**src/rtl/tlbl_pkg.sv**
```systemverilog
// shared constants, types and helpers of the tlb page translator
// no dependencies
package tlbl_pkg;

  localparam int unsigned DEF_TLB_ENTRIES = 16;
  localparam int unsigned DEF_PAGE_COUNT  = 256;
  localparam int unsigned DEF_FRAME_COUNT = 256;
  localparam int unsigned DEF_PAGE_BYTES  = 256;

  localparam int unsigned ADDR_W      = 16;
  localparam int unsigned FRAME_OUT_W = 8;
  localparam int unsigned TOTAL_W     = 32;
  localparam int unsigned AGE_W       = 32;

  typedef enum logic [1:0] {
    ST_TLB_HIT  = 2'd0,
    ST_PT_HIT   = 2'd1,
    ST_FAULT    = 2'd2,
    ST_NO_FRAME = 2'd3
  } status_e;

  typedef enum logic [1:0] {
    FSM_CLEAR,
    FSM_IDLE,
    FSM_LOOK,
    FSM_RESOLVE
  } fsm_e;

  typedef struct packed {
    logic touch;
    logic fill;
  } tlb_op_t;

  function automatic logic [31:0] sat_inc(input logic [31:0] v);
    return (v == '1) ? v : v + 32'd1;
  endfunction

endpackage

```
**src/rtl/tlbl_pt_mem.sv**
```systemverilog
// page table memory, one write and one registered read port
// depends on nothing
module tlbl_pt_mem #(
  parameter int unsigned DEPTH = 256,
  parameter int unsigned WIDTH = 9
) (
  input  logic                     clk_i,
  input  logic                     rd_en_i,
  input  logic [$clog2(DEPTH)-1:0] rd_addr_i,
  output logic [WIDTH-1:0]         rd_data_o,
  input  logic                     wr_en_i,
  input  logic [$clog2(DEPTH)-1:0] wr_addr_i,
  input  logic [WIDTH-1:0]         wr_data_i
);

  logic [WIDTH-1:0] mem_q [DEPTH];
  logic [WIDTH-1:0] rd_data_q;

  always_ff @(posedge clk_i) begin
    if (wr_en_i) begin
      mem_q[wr_addr_i] <= wr_data_i;
    end
  end

  always_ff @(posedge clk_i) begin
    if (rd_en_i) begin
      rd_data_q <= mem_q[rd_addr_i];
    end
  end

  assign rd_data_o = rd_data_q;

endmodule

```
**src/rtl/tlbl_tlb.sv**
```systemverilog
// tlb entries with parallel page compare and a registered lru age tree
// depends on tlbl_pkg
module tlbl_tlb #(
  parameter int unsigned ENTRIES = 16,
  parameter int unsigned PAGE_W  = 8,
  parameter int unsigned FRAME_W = 8
) (
  input  logic                       clk_i,
  input  logic                       rst_ni,
  input  logic [PAGE_W-1:0]          look_page_i,
  output logic                       hit_o,
  output logic [$clog2(ENTRIES)-1:0] hit_idx_o,
  output logic [FRAME_W-1:0]         hit_frame_o,
  input  tlbl_pkg::tlb_op_t          op_i,
  input  logic [$clog2(ENTRIES)-1:0] op_idx_i,
  input  logic [PAGE_W-1:0]          op_page_i,
  input  logic [FRAME_W-1:0]         op_frame_i,
  input  logic [tlbl_pkg::AGE_W-1:0] op_age_i,
  output logic [$clog2(ENTRIES)-1:0] victim_o,
  output logic                       settled_o
);

  localparam int unsigned IDX_W  = $clog2(ENTRIES);
  localparam int unsigned LVLS   = IDX_W;
  localparam int unsigned LEAVES = 1 << LVLS;
  localparam int unsigned KEY_W  = tlbl_pkg::AGE_W + 1;
  localparam int unsigned CNT_W  = $clog2(LVLS + 1);

  logic                       valid_q [ENTRIES];
  logic [PAGE_W-1:0]          page_q  [ENTRIES];
  logic [FRAME_W-1:0]         frame_q [ENTRIES];
  logic [tlbl_pkg::AGE_W-1:0] age_q   [ENTRIES];

  logic [KEY_W-1:0] leaf_key [LEAVES];
  logic [KEY_W-1:0] key_q    [LVLS][LEAVES/2];
  logic [IDX_W-1:0] idx_q    [LVLS][LEAVES/2];
  logic [CNT_W-1:0] settle_q;

  // lookup, lowest matching index wins
  always_comb begin
    hit_o     = 1'b0;
    hit_idx_o = '0;
    for (int i = ENTRIES - 1; i >= 0; i--) begin
      if (valid_q[i] && (page_q[i] == look_page_i)) begin
        hit_o     = 1'b1;
        hit_idx_o = IDX_W'(i);
      end
    end
  end

  assign hit_frame_o = frame_q[hit_idx_o];

  always_ff @(posedge clk_i or negedge rst_ni) begin
    if (!rst_ni) begin
      for (int i = 0; i < ENTRIES; i++) begin
        valid_q[i] <= 1'b0;
        age_q[i]   <= '0;
      end
    end else begin
      if (op_i.touch) begin
        age_q[op_idx_i] <= op_age_i;
      end
      if (op_i.fill) begin
        valid_q[op_idx_i] <= 1'b1;
        age_q[op_idx_i]   <= op_age_i;
      end
    end
  end

  always_ff @(posedge clk_i) begin
    if (op_i.fill) begin
      page_q[op_idx_i]  <= op_page_i;
      frame_q[op_idx_i] <= op_frame_i;
    end
  end

  // invalid entries sort below any valid age, padding never wins
  for (genvar g = 0; g < LEAVES; g++) begin : g_leaf
    if (g < ENTRIES) begin : g_real
      assign leaf_key[g] = valid_q[g] ? {1'b1, age_q[g]} : '0;
    end else begin : g_pad
      assign leaf_key[g] = '1;
    end
  end

  always_ff @(posedge clk_i) begin
    for (int j = 0; j < LEAVES / 2; j++) begin
      if (leaf_key[2*j+1] < leaf_key[2*j]) begin
        key_q[0][j] <= leaf_key[2*j+1];
        idx_q[0][j] <= IDX_W'(2*j+1);
      end else begin
        key_q[0][j] <= leaf_key[2*j];
        idx_q[0][j] <= IDX_W'(2*j);
      end
    end
    for (int l = 1; l < LVLS; l++) begin
      for (int j = 0; j < (LEAVES >> (l + 1)); j++) begin
        if (key_q[l-1][2*j+1] < key_q[l-1][2*j]) begin
          key_q[l][j] <= key_q[l-1][2*j+1];
          idx_q[l][j] <= idx_q[l-1][2*j+1];
        end else begin
          key_q[l][j] <= key_q[l-1][2*j];
          idx_q[l][j] <= idx_q[l-1][2*j];
        end
      end
    end
  end

  assign victim_o = idx_q[LVLS-1][0];

  // tree output trails any entry change through the registered levels of the tree
  always_ff @(posedge clk_i or negedge rst_ni) begin
    if (!rst_ni) begin
      settle_q <= '0;
    end else if (op_i.touch || op_i.fill) begin
      settle_q <= CNT_W'(LVLS);
    end else if (settle_q != '0) begin
      settle_q <= settle_q - CNT_W'(1);
    end
  end

  assign settled_o = (settle_q == '0);

endmodule

```
**src/rtl/tlb_lru_page_translator_core.sv**
```systemverilog
// tlb page translator top: one result strobe per transfer, registered after the LOOK and
// RESOLVE states; the next transfer is taken as the last one resolves; a miss that refills
// the tlb right after a tlb update waits in RESOLVE for the lru age tree to settle
// after reset busy_o stays high while the page table is cleared
// the receiver cannot stall; depends on tlbl_pkg, tlbl_tlb, tlbl_pt_mem
module tlb_lru_page_translator_core #(
  parameter int unsigned TLB_ENTRIES = tlbl_pkg::DEF_TLB_ENTRIES,
  parameter int unsigned PAGE_COUNT  = tlbl_pkg::DEF_PAGE_COUNT,
  parameter int unsigned FRAME_COUNT = tlbl_pkg::DEF_FRAME_COUNT,
  parameter int unsigned PAGE_BYTES  = tlbl_pkg::DEF_PAGE_BYTES
) (
  input  logic                             clk_i,
  input  logic                             rst_ni,
  input  logic                             start_i,
  input  logic [tlbl_pkg::ADDR_W-1:0]      logical_address_i,
  output logic                             busy_o,
  output logic                             done_o,
  output logic [tlbl_pkg::ADDR_W-1:0]      physical_address_o,
  output logic [1:0]                       status_o,
  output logic [tlbl_pkg::FRAME_OUT_W-1:0] frame_number_o,
  output logic [tlbl_pkg::TOTAL_W-1:0]     hit_total_o,
  output logic [tlbl_pkg::TOTAL_W-1:0]     fault_total_o
);

  localparam int unsigned PG_W    = $clog2(PAGE_COUNT);
  localparam int unsigned FRAME_W = $clog2(FRAME_COUNT);
  localparam int unsigned OFF_W   = $clog2(PAGE_BYTES);
  localparam int unsigned NF_W    = $clog2(FRAME_COUNT + 1);
  localparam int unsigned IDX_W   = $clog2(TLB_ENTRIES);
  localparam int unsigned PTE_W   = FRAME_W + 1;

  tlbl_pkg::fsm_e    state_q, state_d;
  tlbl_pkg::status_e status_c;
  tlbl_pkg::tlb_op_t tlb_op;

  logic              accept;
  logic [PG_W-1:0]   page_q;
  logic [OFF_W-1:0]  offset_q;
  logic [PG_W-1:0]   clr_q;
  logic              hit_q;
  logic [IDX_W-1:0]  hit_idx_q;
  logic [FRAME_W-1:0] hit_frame_q;
  logic [NF_W-1:0]   next_free_q;
  logic [31:0]       access_q, hits_q, faults_q;
  logic [31:0]       addr_w, phys_w, frame_w;

  logic              look_hit;
  logic [IDX_W-1:0]  look_idx;
  logic [FRAME_W-1:0] look_frame;
  logic [IDX_W-1:0]  victim;
  logic              settled;

  logic              pt_rd_en, pt_wr_en;
  logic [PG_W-1:0]   pt_wr_addr;
  logic [PTE_W-1:0]  pt_rd_data, pt_wr_data;

  logic              pte_present, no_frame, need_fill, go, mapped;
  logic [FRAME_W-1:0] frame_c;

  logic              done_q;
  logic [tlbl_pkg::ADDR_W-1:0]      phys_q;
  logic [1:0]                       status_q;
  logic [tlbl_pkg::FRAME_OUT_W-1:0] frame_q;

  tlbl_tlb #(
    .ENTRIES (TLB_ENTRIES),
    .PAGE_W  (PG_W),
    .FRAME_W (FRAME_W)
  ) u_tlb (
    .clk_i       (clk_i),
    .rst_ni      (rst_ni),
    .look_page_i (page_q),
    .hit_o       (look_hit),
    .hit_idx_o   (look_idx),
    .hit_frame_o (look_frame),
    .op_i        (tlb_op),
    .op_idx_i    (hit_q ? hit_idx_q : victim),
    .op_page_i   (page_q),
    .op_frame_i  (frame_c),
    .op_age_i    (access_q),
    .victim_o    (victim),
    .settled_o   (settled)
  );

  tlbl_pt_mem #(
    .DEPTH (PAGE_COUNT),
    .WIDTH (PTE_W)
  ) u_pt_mem (
    .clk_i     (clk_i),
    .rd_en_i   (pt_rd_en),
    .rd_addr_i (page_q),
    .rd_data_o (pt_rd_data),
    .wr_en_i   (pt_wr_en),
    .wr_addr_i (pt_wr_addr),
    .wr_data_i (pt_wr_data)
  );

  assign addr_w      = 32'(logical_address_i) >> OFF_W;
  assign pte_present = pt_rd_data[FRAME_W];
  assign no_frame    = (next_free_q == NF_W'(FRAME_COUNT));

  always_comb begin
    status_c  = tlbl_pkg::ST_TLB_HIT;
    frame_c   = '0;
    need_fill = 1'b0;
    if (hit_q) begin
      frame_c = hit_frame_q;
    end else if (pte_present) begin
      status_c  = tlbl_pkg::ST_PT_HIT;
      frame_c   = pt_rd_data[FRAME_W-1:0];
      need_fill = 1'b1;
    end else if (no_frame) begin
      status_c = tlbl_pkg::ST_NO_FRAME;
    end else begin
      status_c  = tlbl_pkg::ST_FAULT;
      frame_c   = next_free_q[FRAME_W-1:0];
      need_fill = 1'b1;
    end
  end

  assign go     = !need_fill || settled;
  assign mapped = !hit_q && !pte_present && !no_frame;

  always_comb begin
    state_d      = state_q;
    busy_o       = 1'b1;
    pt_rd_en     = 1'b0;
    pt_wr_en     = 1'b0;
    pt_wr_addr   = page_q;
    pt_wr_data   = {1'b1, frame_c};
    tlb_op.touch = 1'b0;
    tlb_op.fill  = 1'b0;
    unique case (state_q)
      tlbl_pkg::FSM_CLEAR: begin
        pt_wr_en   = 1'b1;
        pt_wr_addr = clr_q;
        pt_wr_data = '0;
        if (clr_q == PG_W'(PAGE_COUNT - 1)) begin
          state_d = tlbl_pkg::FSM_IDLE;
        end
      end
      tlbl_pkg::FSM_IDLE: begin
        busy_o = 1'b0;
        if (start_i) begin
          state_d = tlbl_pkg::FSM_LOOK;
        end
      end
      tlbl_pkg::FSM_LOOK: begin
        pt_rd_en = 1'b1;
        state_d  = tlbl_pkg::FSM_RESOLVE;
      end
      tlbl_pkg::FSM_RESOLVE: begin
        if (go) begin
          busy_o       = 1'b0;
          tlb_op.touch = hit_q;
          tlb_op.fill  = need_fill;
          pt_wr_en     = mapped;
          state_d      = start_i ? tlbl_pkg::FSM_LOOK : tlbl_pkg::FSM_IDLE;
        end
      end
      default: state_d = tlbl_pkg::FSM_IDLE;
    endcase
  end

  assign accept = start_i && !busy_o;

  always_ff @(posedge clk_i or negedge rst_ni) begin
    if (!rst_ni) begin
      state_q     <= tlbl_pkg::FSM_CLEAR;
      clr_q       <= '0;
      next_free_q <= '0;
      access_q    <= '0;
      hits_q      <= '0;
      faults_q    <= '0;
      done_q      <= 1'b0;
    end else begin
      state_q <= state_d;
      done_q  <= 1'b0;
      if (state_q == tlbl_pkg::FSM_CLEAR) begin
        clr_q <= clr_q + PG_W'(1);
      end
      if (state_q == tlbl_pkg::FSM_RESOLVE && go) begin
        done_q   <= 1'b1;
        access_q <= tlbl_pkg::sat_inc(access_q);
        if (hit_q) begin
          hits_q <= tlbl_pkg::sat_inc(hits_q);
        end
        if (!hit_q && !pte_present) begin
          faults_q <= tlbl_pkg::sat_inc(faults_q);
        end
        if (mapped) begin
          next_free_q <= next_free_q + NF_W'(1);
        end
      end
    end
  end

  always_ff @(posedge clk_i) begin
    if (accept) begin
      page_q   <= addr_w[PG_W-1:0];
      offset_q <= logical_address_i[OFF_W-1:0];
    end
    if (state_q == tlbl_pkg::FSM_LOOK) begin
      hit_q       <= look_hit;
      hit_idx_q   <= look_idx;
      hit_frame_q <= look_frame;
    end
  end

  assign frame_w = 32'(frame_c);
  assign phys_w  = (frame_w << OFF_W) | 32'(offset_q);

  always_ff @(posedge clk_i) begin
    if (state_q == tlbl_pkg::FSM_RESOLVE && go) begin
      status_q <= status_c;
      if (status_c == tlbl_pkg::ST_NO_FRAME) begin
        phys_q  <= '0;
        frame_q <= '0;
      end else begin
        phys_q  <= phys_w[tlbl_pkg::ADDR_W-1:0];
        frame_q <= frame_w[tlbl_pkg::FRAME_OUT_W-1:0];
      end
    end
  end

  assign done_o             = done_q;
  assign physical_address_o = phys_q;
  assign status_o           = status_q;
  assign frame_number_o     = frame_q;
  assign hit_total_o        = hits_q;
  assign fault_total_o      = faults_q;

endmodule

```
**config.mk**
```make
export PLATFORM = sky130hd
export DESIGN_NAME = tlb_lru_page_translator_core
export DESIGN_NICKNAME = d
export VERILOG_FILES = /design/src/rtl/tlbl_pkg.sv /design/src/rtl/tlbl_pt_mem.sv /design/src/rtl/tlbl_tlb.sv /design/src/rtl/tlb_lru_page_translator_core.sv
export SDC_FILE = /design/constraint.sdc
export NUM_CORES = 2
export LEC_CHECK = 0
export BUFFER_PORTS_ARGS = -buffer_cell sky130_fd_sc_hd__buf_2
export CORE_ASPECT_RATIO = 1.75
export CORE_MARGIN = 2
export CORE_UTILIZATION = 66
export CTS_BUF_LIST = sky130_fd_sc_hd__clkbuf_8
export DETAILED_ROUTE_END_ITERATION = 16
export PLACE_DENSITY_LB_ADDON = 0.2
export SLEW_MARGIN = 15
export SYNTH_ARGS = -nofsm -noshare
export SYNTH_HDL_FRONTEND = slang
export SYNTH_SLANG_ARGS = --single-unit
```
**constraint.sdc**
```tcl
create_clock -name clk_i -period 22.3 [get_ports clk_i]
set_clock_uncertainty 0.05 [all_clocks]
set_input_delay 3.345 -clock clk_i [delete_from_list [all_inputs] [get_ports clk_i]]
set_output_delay 3.345 -clock clk_i [all_outputs]
set_load 0.01 [all_outputs]
```
==> flow_summary.yaml <==
floorplan:
  boundaryPins: 111
  core_region_area_sq_um: 236000
  die_x_microns: 373
  die_y_microns: 649
  num_rows: 236
  initial_utilization: 0.664
  dieArea_sq_um: 242000
yosys:
  syn_nets: 10100
  async_flop_share: 0.172
  ys_types: 79
  synth.avg_cell_area_sq_um: 16.3
  synth_seq_cells: 3751
  yosys_warnings: 0
  yosysSeqAreaShare: 0.666
  synth_flop_cell: "edfxtp_1"
  synth_edf_count: 2616
  synthCells: 9634
  synth.cell_area_sq_um: 157000
finish:
  area_growth_pct: 9.08
  layout_commonest_cell: "edfxtp_1"
  final_cell_area_sq_um: 171000
  final_cell_mix: "edfxtp_1 (2,616), mux4_2 (765), mux2_2 (720)"
  final_nets: 10500
  multiInputGateArea_sq_um: 49000
  post-route-util: 0.725
  num-fill-cells: 14300
  drive_above_1_share: 0.250
  regArea_sq_um: 105000
placement:
  dpl_cell_area_sq_um: 161000
  dp_hpwl_microns: 258000
  place_ws_ns: 14.60
  gp_congestion: 0.899
  port_buffers: 110
global_route:
  antenna_found_initial: 13
  grt_max_degree: 161
  first_global_vias: 92000
  grt_use_met1: 0.344
  track_usage: 0.329
  grt_overflow: 0
  grt_pass1_wl_microns: 583000
  grt.busiest_layer: "met2"
  met2_usage: 0.584
  grt_use_met3: 0.0475
setup_path:
  arrival_ns: 8.50
  end_kind: "register"
  worstReg2RegStart: "page_q[1]"
  max_stage_delay_ns: 0.96
  path_common_cell: "buf_4"
  crit_slowest_cell: "buf_4"
  rrSetupSlack_ns: 14.53
  worstPathBufferInverterCount: 6
  crit_family: "buffers and inverters"
  reg2reg_to: "u_pt_mem.rd_data_o[8]"
  ff2ff_path_depth: 10
  path_class: "reg -> reg"
  start_kind: "register"
  critPathRequiredTime_ns: 23.02
  crit_chain: "buf_4 > buf_4 > buf_4 > buf_4 > buf_4 > buf_4 > mux4_2 > mux4_2 > mux4_2 > mux4_2"
  crit_path_start: "page_q[1]"
  crit_fanout: 67
sta:
  max_slew_margin: 0.106
  setup_ws_ns: 14.53
  worst_slew_pin_slew_ns: 1.33
  finalSetupTns_ns: 0
  final.period_utilization: 0.349
  fin_crit_ns: 7.77
  fmax_mhz: 129
  slew_viol_final: 0
  hold_viol_final: 0
  rsz0062_at_grt: "no"
  finalSetupViolCount: 0
drt:
  vias: 86700
  routed_wl_microns: 396000
  drtPass1Iterations: 6
  wl_per_cell_microns: 29.4
  drt_iter0_drc: 7671
  ant_nets: 0
  via_per_inst: 6.44
  drc: 0
clocking:
  ctsResizeCount: 0
  numCtsBuffers: 532
  cts_root_buf: "clkbuf_8"
  clk_latency_ns: 1.03
  cts_buffer_depth: 4
  cts_tree: "built"
  cts-htree-levels: 6
  clock-sinks: 3751
  cts_hold_buf: 0
  path_clk_slew_ns: 0.07
  post_cts_buffers: 0
worst_hold_path:
  min_from: "u_tlb.idx_q[1][13]"
  hold_end: "u_tlb.idx_q[2][17]"
  min_path_type: "reg -> reg"
  min_delay_path_depth: 1
power_and_ir_drop:
  peakVddDrop_mv: 0.0756
  p_leak_nw: 59.3
  power_density_nw_per_um2: 73.5
job:
  drv_cap: 0
status:
  status: "completed"
[report_power, final]
group	switching, mW	leakage [nW]	internal, mW	total (mW)
clock	2.55	5.76	2.64	5.19
combinational	0.0243	21.5	0.00232	0.0267
sequential	0	32.0	7.37	7.37
total	2.57	59.3	10.0	12.6
[worst max-delay path by stage]
stage                                  endpoint  slack (ns)  cells after the start
after floorplan            u_pt_mem.mem_q[0][0]       12.83                      6
after global placement    u_pt_mem.rd_data_o[8]       14.75                     10
after detailed placement  u_pt_mem.rd_data_o[8]       14.60                     10
after CTS                 u_pt_mem.rd_data_o[8]       14.60                     10
after global routing      u_pt_mem.rd_data_o[8]       14.36                     10
final                     u_pt_mem.rd_data_o[8]       14.53                     10
[area by class of cell]
class                      count  area share
clock inverter               347      0.0114
multi-input combinational   4939       0.286
clock buffer                 592      0.0476
antenna                       14    0.000205
sequential                  3751       0.611
inverter                     428     0.00943
timing repair buffer         297      0.0120
tap                         3094      0.0226
[cell usage after synthesis, types with 199 or more instances]
cell	number	area share
edfxtp_1	2616	0.50
mux4_2	765	0.11
mux2_2	720	0.052
nand2_1	698	0.017
dfrtp_1	647	0.10
ha_1	492	0.039
dfxtp_1	488	0.062
inv_1	427	0.010
nor2_1	414	0.0099
clkbuf_1	369	0.0088
o21ai_0	213	0.0068
mux2i_1	199	0.013
[metal layers]
metal | wire length, microns | vias up
li1 | - | 37200
met1 | 125000 | 44400
met2 | 209000 | 3865
met3 | 23700 | 1264
met4 | 38300 | 4
met5 | 33 | -
[per-stage QoR]
| step | hold slack [ns] | total power, mW | std cells |
|---|---|---|---|
| after global routing | 0.418 | 12.9 | 13500 |
| after CTS | 0.412 | 12.6 | 13400 |
| after detailed placement | 0.397 | 7.54 | 12500 |
| after floorplan | 0.382 | 7.52 | 9634 |
| after global placement | 0.391 | 7.54 | 12500 |
| final | 0.411 | 12.6 | 13500 |
[kinds of logic after synthesis]
logic type | count (synthesis) | synth area share
muxes | 1694 | 0.175
DFF | 3751 | 0.666
xor gates and xnor gates | 237 | 0.0132
adders and majority gates | 492 | 0.0392
AOI/OAI and AO/OA | 727 | 0.0301
and+or+nand+nor | 1789 | 0.0526
buffers and inverters | 944 | 0.0239
(Power assumes the default switching activity.)
